### config.mk
export PLATFORM = sky130hd
export DESIGN_NAME = uvt_ctrl
export DESIGN_NICKNAME = d
export VERILOG_FILES = /design/src/sv/uvt_pkg.sv /design/src/sv/uvt_ctrl.sv
export SDC_FILE = /design/constraint.sdc
export NUM_CORES = 1
export LEC_CHECK = 0
export ABC_AREA = 0
export BUFFER_PORTS_ARGS = -buffer_cell sky130_fd_sc_hd__buf_2
export CAP_MARGIN = 40
export CORE_AREA = 5 5 42 44
export CTS_CLUSTER_SIZE = 8
export DETAILED_ROUTE_END_ITERATION = 10
export DIE_AREA = 0 0 47 49
export REMOVE_ABC_BUFFERS = 1
export SLEW_MARGIN = 30
export SYNTH_ARGS = -nofsm -noshare
export SYNTH_HDL_FRONTEND = slang
export SYNTH_SLANG_ARGS = --single-unit
### constraint.sdc
create_clock -name clk -period 1 [get_ports clk]
set_input_delay 0.1 -clock clk [delete_from_list [all_inputs] [get_ports clk]]
set_output_delay 0.1 -clock clk [all_outputs]
set_load 0.01 [all_outputs]
### src/sv/uvt_pkg.sv
// ----------------------------------------------------------------------------
// uvt_pkg: shared types and constants
// Widths, register map, state encoding and saturation helper for the
// uncertain volatility tree rollback block.
// ----------------------------------------------------------------------------
package uvt_pkg;

	localparam int MAX_STEPS  = 256;
	localparam int LINE_DEPTH = 2 * MAX_STEPS + 1;
	localparam int ADDR_W     = $clog2(LINE_DEPTH);
	localparam int STEPS_W    = 9;
	localparam int COEF_W     = 31;
	localparam int VAL_W      = 48;
	localparam int OPND_W     = 50;
	localparam int RES_W      = 52;

	localparam logic [COEF_W-1:0] ONE_Q30 = COEF_W'(32'h4000_0000);

	// register indexes on the config port
	localparam logic [2:0] REG_STEPS     = 3'd0;
	localparam logic [2:0] REG_DISCOUNT  = 3'd1;
	localparam logic [2:0] REG_SKEW      = 3'd2;
	localparam logic [2:0] REG_PROB_HIGH = 3'd3;
	localparam logic [2:0] REG_PROB_LOW  = 3'd4;

	// multiply operations of one node, in issue order
	localparam logic [2:0] OP_GAM_U = 3'd0;
	localparam logic [2:0] OP_GAM_L = 3'd1;
	localparam logic [2:0] OP_WGT_U = 3'd2;
	localparam logic [2:0] OP_WGT_L = 3'd3;
	localparam logic [2:0] OP_DSC_U = 3'd4;
	localparam logic [2:0] OP_DSC_L = 3'd5;

	// line read slots
	localparam logic [1:0] SLOT_UP  = 2'd0;
	localparam logic [1:0] SLOT_MID = 2'd1;
	localparam logic [1:0] SLOT_DN  = 2'd2;

	typedef enum logic [2:0] {
		ST_IDLE,
		ST_LEAF,
		ST_RD0,
		ST_RD1,
		ST_RD2,
		ST_RD3,
		ST_MUL,
		ST_WB
	} state_t;

	typedef struct packed {
		logic [STEPS_W-1:0] steps;
		logic [COEF_W-1:0]  discount;
		logic [COEF_W-1:0]  skew;
		logic [COEF_W-1:0]  prob_high;
		logic [COEF_W-1:0]  prob_low;
	} cfg_t;

	typedef struct packed {
		logic       load;
		logic       leaf_wr;
		logic       node_wr;
		logic [1:0] rd_sel;
		logic       cap_en;
		logic [1:0] cap_sel;
		logic [2:0] mul_op;
		logic       mul_wr;
	} cmd_t;

	typedef struct packed {
		logic level_zero;
		logic root;
		logic out_busy;
	} status_t;

	function automatic logic signed [VAL_W-1:0] sat48(input logic signed [RES_W-1:0] v);
		logic signed [RES_W-1:0] hi;
		logic signed [RES_W-1:0] lo;
		hi = RES_W'(48'sh7FFF_FFFF_FFFF);
		lo = -hi - RES_W'(1);
		if (v > hi)
			return VAL_W'(hi);
		else if (v < lo)
			return VAL_W'(lo);
		else
			return VAL_W'(v);
	endfunction

	function automatic logic [COEF_W-1:0] coef(input logic [COEF_W-1:0] c);
		return (c > ONE_Q30) ? ONE_Q30 : c;
	endfunction

endpackage

### src/sv/uvt_ctrl.sv
// ----------------------------------------------------------------------------
// uvt_ctrl: node sequencer
// Steps each interior node through three line reads, six multiplies on the
// shared unit and the write back, writes leaves directly, and holds the input while busy.
// ----------------------------------------------------------------------------
module uvt_ctrl (
	input  logic               clk,
	input  logic               arst_n,
	input  logic               in_valid,
	output logic               in_stall,
	input  uvt_pkg::status_t   st,
	output uvt_pkg::cmd_t      cmd
);

	uvt_pkg::state_t state_q, state_nx;
	logic [2:0]      op_q;
	logic            phase_q;

	// state register and multiply sequencing
	always_ff @(posedge clk or negedge arst_n) begin
		if (!arst_n) begin
			state_q <= uvt_pkg::ST_IDLE;
			op_q    <= uvt_pkg::OP_GAM_U;
			phase_q <= 1'b0;
		end else begin
			state_q <= state_nx;
			if (state_q == uvt_pkg::ST_RD3) begin
				op_q    <= uvt_pkg::OP_GAM_U;
				phase_q <= 1'b0;
			end else if (state_q == uvt_pkg::ST_MUL) begin
				phase_q <= ~phase_q;
				if (phase_q)
					op_q <= op_q + 3'd1;
			end
		end
	end

	// next state
	always_comb begin
		state_nx = state_q;
		unique case (state_q)
			uvt_pkg::ST_IDLE: begin
				if (in_valid)
					state_nx = st.level_zero ? uvt_pkg::ST_LEAF : uvt_pkg::ST_RD0;
			end
			uvt_pkg::ST_LEAF: begin
				if (!st.out_busy)
					state_nx = uvt_pkg::ST_IDLE;
			end
			uvt_pkg::ST_RD0: state_nx = uvt_pkg::ST_RD1;
			uvt_pkg::ST_RD1: state_nx = uvt_pkg::ST_RD2;
			uvt_pkg::ST_RD2: state_nx = uvt_pkg::ST_RD3;
			uvt_pkg::ST_RD3: state_nx = uvt_pkg::ST_MUL;
			uvt_pkg::ST_MUL: begin
				if (phase_q && op_q == uvt_pkg::OP_DSC_L)
					state_nx = uvt_pkg::ST_WB;
			end
			uvt_pkg::ST_WB: begin
				if (!st.out_busy)
					state_nx = uvt_pkg::ST_IDLE;
			end
			default: state_nx = uvt_pkg::ST_IDLE;
		endcase
	end

	// outputs
	always_comb begin
		cmd         = '0;
		cmd.mul_op  = op_q;
		in_stall    = (state_q != uvt_pkg::ST_IDLE);
		unique case (state_q)
			uvt_pkg::ST_IDLE: cmd.load = in_valid;
			uvt_pkg::ST_LEAF: cmd.leaf_wr = !st.out_busy;
			uvt_pkg::ST_RD0:  cmd.rd_sel = uvt_pkg::SLOT_UP;
			uvt_pkg::ST_RD1: begin
				cmd.rd_sel  = uvt_pkg::SLOT_MID;
				cmd.cap_en  = 1'b1;
				cmd.cap_sel = uvt_pkg::SLOT_UP;
			end
			uvt_pkg::ST_RD2: begin
				cmd.rd_sel  = uvt_pkg::SLOT_DN;
				cmd.cap_en  = 1'b1;
				cmd.cap_sel = uvt_pkg::SLOT_MID;
			end
			uvt_pkg::ST_RD3: begin
				cmd.cap_en  = 1'b1;
				cmd.cap_sel = uvt_pkg::SLOT_DN;
			end
			uvt_pkg::ST_MUL:  cmd.mul_wr = phase_q;
			uvt_pkg::ST_WB:   cmd.node_wr = !st.out_busy;
			default: cmd = '0;
		endcase
	end

endmodule

## After elaboration in Yosys (flattened, before gate mapping)

Index checks and enable logic that the tools add are counted.
W data, S select, Z words.

| word-level totals | value |
|---|---|
| flip-flop bits (word level) | 7 |
| output and inout port bits | 13 |

| operators by class | value |
|---|---|
| add/sub/neg operators | 1 |
| eq/ne operators | 11 |
| mux-type cells | 16 |
| bitwise logic cells | 1 |
| reduce and logical (&&, ||, !) cells | 9 |

Operators with widths:

| kind | count |
|---|---|
| $pmux W3 S7 | 1 |
| $mux W3 | 6 |
| $eq A3 B3 Y1 const B | 5 |
| $pmux W3 S3 | 1 |
| $eq A3 B2 Y1 const B | 2 |
| $mux W1 | 6 |
| $ne A2 B2 Y1 const B | 2 |
| $pmux W2 S2 | 1 |
| $reduce_bool A2 Y1 | 2 |
| $add A3 B1 Y3 const B | 1 |
| $eq A3 B1 Y1 const B | 1 |
| $logic_not A3 Y1 | 1 |
| $reduce_and A3 Y1 | 1 |
| $reduce_bool A3 Y1 | 1 |
| $mux W2 | 1 |
| $ne A2 B1 Y1 const B | 1 |
| $reduce_and A2 Y1 | 1 |
| $reduce_or A2 Y1 | 1 |
| $logic_and A1 B1 Y1 | 1 |
| $logic_not A1 Y1 | 1 |
| $not A1 Y1 | 1 |

## Logic depth before layout (Yosys ltp)

| depth | value |
|---|---|
| depth after elaboration | 4 |
| mapped depth | 5 |
| mapped depth without buffers | 5 |

## Worst setup path before layout

No wires, ideal clock.

| path | value |
|---|---|
| path kind | register to register |
| from | register state_q[1] |
| to | register state_q[2] |
| library setup time | 0.139 ns |
| arrival | 1.100 ns |
| required time | 0.861 ns |
| slack | -0.238 ns |
| stages on the path, launching flop included | 5 |
| path buffers | 1 |
| period minus slack after synthesis | 1.238 ns |
| cell sequence | dfrtp_1 buf_4 nand2_1 nor3b_1 nor2_1 |

| between the ends | value |
|---|---|
| word-level cells in the longest chain between the ends | 4 |
| elaborated cells between the ends (all ways) | 14 |
| those cells by class | eq/ne: 10; mux: 1; reduce/logical: 3 |

RTL lines:

| element | RTL line | source |
|---|---|---|
| from (decl) | uvt_ctrl.sv:15 | `uvt_pkg::state_t state_q, state_nx;` |
| from (signal assigned) | uvt_ctrl.sv:22 | `state_q <= uvt_pkg::ST_IDLE;` |
| from (signal assigned) | uvt_ctrl.sv:26 | `state_q <= state_nx;` |
| $eq A3 B3 Y1 or $eq A3 B1 Y1 (tied branches) | uvt_ctrl.sv:41 | `unique case (state_q)` |
| $reduce_or A2 Y1 (no source line) | n/a |  |
| $ne A2 B2 Y1 (no source line) | n/a |  |
| $reduce_and A3 Y1 (no source line) | n/a |  |

Several ways; a longest one is shown, not always the timed one.
A chain may end at the register's enable or synchronous reset.

==> impl_results.md <==
- Num rows: 14
- RSZ-0062 raised after global routing: yes
- Top_reg_cell synth: dfrtp_1
- DP Wirelength: 945 um
- Buffers on Ports: 17
- Ratio of cells with drive above 1 in the final layout: roughly two thirds
- First-pass GRT wire length: about 2500 um
- Via Count: slightly below 600
- I/O pin cnt: 19
- Vias in the first global route: between 600 and 700
- CP max-delay cell: dfrtp_2
- Final wirelength: about 1500 um
- #FFs+latches synth: 7
- Number of diodes: 0
- Starting Density: 33.8%
- Clock skew: about 2.4 ps
- Root buffer cell: clkbuf_4
- Final setup margin: -400 ps
- Cell Pwr Density: around 3200 nW/um^2
- Htree depth: 1
- Longest Clk Path Bufs: 2
- Arrival time at the worst endpoint: 1300 ps
- DP Cell Count: 96
- Synth cell types: 22
- Fin Hold WS: 151 ps
- Sequential-to-total area share from yosys stat: around 37%
- Slew HR: ~86%
- Routability congestion estimate: around 0.74
- Count of yosys warnings during synthesis: 0
- Synth Area per Inst: 8.62 sq um
- Final hold vios: 0
- Final nets: 107
- Die W: 47 um
- Final instance area: 927 sq um
- Syn Inst Count: between 50 and 60
- Req. time, crit path: ~900 ps
- Finished Layout Cells: roughly 110
- Area growth syn-to-layout: 95.5%
- Vias per inst: slightly above 5
- Worst skew pair latency: 260 ps
- Fmax: ~710 MHz
- Setup CP Type: reg -> out
- Leading post-synthesis cells by cell area: dfrtp_1 (37%), a21oi_1 (6.3%), nor3b_1 (6.3%), ha_1 (5.3%), o21ai_0 (5.3%)
- Number of remaining DRC errors: 0
- Cell Area, Placed: approximately 650 sq um
- Largest net degree at the start of global routing: 10
- Clock transition at path regs: around 60 ps
- Slew of the pin with the lowest slew margin: between 200 and 250 ps
- Synth async-reset ratio: 100%
- Num Clock Sinks: 7
- Die area: between 2000 and 2500 sq um
- Failing checks: setup timing
- Final min period: 1400 ps
- Post-synth EDFFs: 0
- Worst Path Max Fanout: 4
- Initial antenna violation count: 0
- Grt total ovfl: 0
- Status: finished with violations
- Total CTS buffers: 3
- Initial DRC Count: 1
- Fin util: roughly two thirds
- Hold Crit Class: in -> reg
- CTS tree: done
- First-pass DRT Iterations: 4
- Core Area: 1400 sq um
- WL/cell: 13.4 um
- Peak VDD IR: 1.56 mV
- Post-synth top area share: between 30% and 40%
- Slew Limit Fails: 0
- Yosys top cell by area: dfrtp_1
- Setup violators final: 16
- Max stage delay on crit path: roughly 430 ps
- GRT Overall Usage: 15.1%
- Power consumption: ~3 mW
- Max cap viols: 0
- Crit end category: output port
- Mapped Area: about 470 sq um
- Fin crit share: 140%
- Most frequent cell after synthesis: dfrtp_1
- Crit path cell chain: or3_4 -> nor2_2 -> buf_2
- Leak Pwr: around 0.46 nW
- Die height: 49 um
- Post-synth top cells: dfrtp_1 (7), a21oi_1 (6), inv_1 (5), o21ai_0 (5)
- Antenna-violating nets left: 0
- Worst Setup Start Kind: flop
==> final timing paths <==
| check | from | to | slack, ps | depth (start not counted) |
|---|---|---|---|---|
| min in group asynchronous | arst_n | op_q[1] | 210 | 2 |
| max reg2reg | state_q[0] | state_q[0] | -290 | 4 |
| max in group asynchronous | arst_n | state_q[2] | 610 | 2 |
| min | in_valid | state_q[1] | 150 | 3 |
| min reg2reg | op_q[2] | op_q[2] | 570 | 2 |
| max | state_q[1] | cmd[11] | -400 | 3 |
==> worst max-delay path: cells and delay by family, from the launching register on <==
kind | cells | cell delay [ps]
AND/OR/NAND/NOR | 2 | 480
flip-flops | 1 | 430
buffers and inverters | 1 | 120
==> flip-flops by register name (all words and copies together) (netlist names) <==
name,cells
op_q,3
phase_q,1
state_q,3
==> through the flow <==
stage / setup TNS [ps] / worst slack, ps
floorplan: -2000 / -284
global placement: -2450 / -223
detailed placement: -2750 / -259
CTS: -4730 / -402
global route: -5510 / -447
finish: -4680 / -400
==> kinds of logic (layout without fill, tap and decap cells) <==
family          count (synthesis)  in the layout  share of synthesized area [%]
simple gates                   21             21                           29.5
compound gates                 16             16                           19.5
buf+inv                         9             52                           8.71
flops                           7              7                           36.9
fa+ha+maj                       2              2                           5.28
==> where the power goes <==
part	switching, mW	internal (mW)
logic	0.871	1.18
registers	0.180	0.425
clock network	0.122	0.153
==> metal layers <==
layer | share of wire, % | vias to the layer above | track usage, %
li1 | - | 283 | -
met1 | 38 | 275 | 14.9
met2 | 52 | 21 | 26.5
met3 | 7.5 | 3 | 2.58
met4 | 2.4 | 0 | 10.6
met5 | 0 | - | 0
==> repair_timing <==
action / in CTS / in global routing
endpoints found under the hold margin: 7 / 0
pin swaps: 7 / 2
buffers inserted: 11 / 2
endpoints found under the setup margin: 18 / 18
resized for setup: 32 / 10
cloned: 0 / 0
hold buffers: 1 / 0
==> cell type report <==
cell class	count	area (sq um)
clock buffers	4	26.3
fillers	125	474
inverters	5	18.8
multi-input cells	39	329
flip-flops and latches	7	179
well taps	16	20.0
repair buffers	43	354
==> cells in the final DEF (no fill, tap or decap), drive strengths merged <==
| master | instances |
|---|---|
| or3 | 4 |
| a21oi | 6 |
| nor3 | 1 |
| dlygate4sd3 | 1 |
| nor4b | 1 |
| a21o | 1 |
| and3b | 1 |
| dfrtp | 7 |
| nand4b | 1 |
| inv | 5 |
| nor3b | 4 |
| a211oi | 1 |
| nor2 | 4 |
| nand2 | 3 |
| buf | 42 |
| nand3 | 1 |
| o21ai | 6 |
| o211ai | 1 |
| clkbuf | 4 |
| ha | 2 |
| nand3b | 1 |
| a311o | 1 |
(Power assumes the default switching activity.)
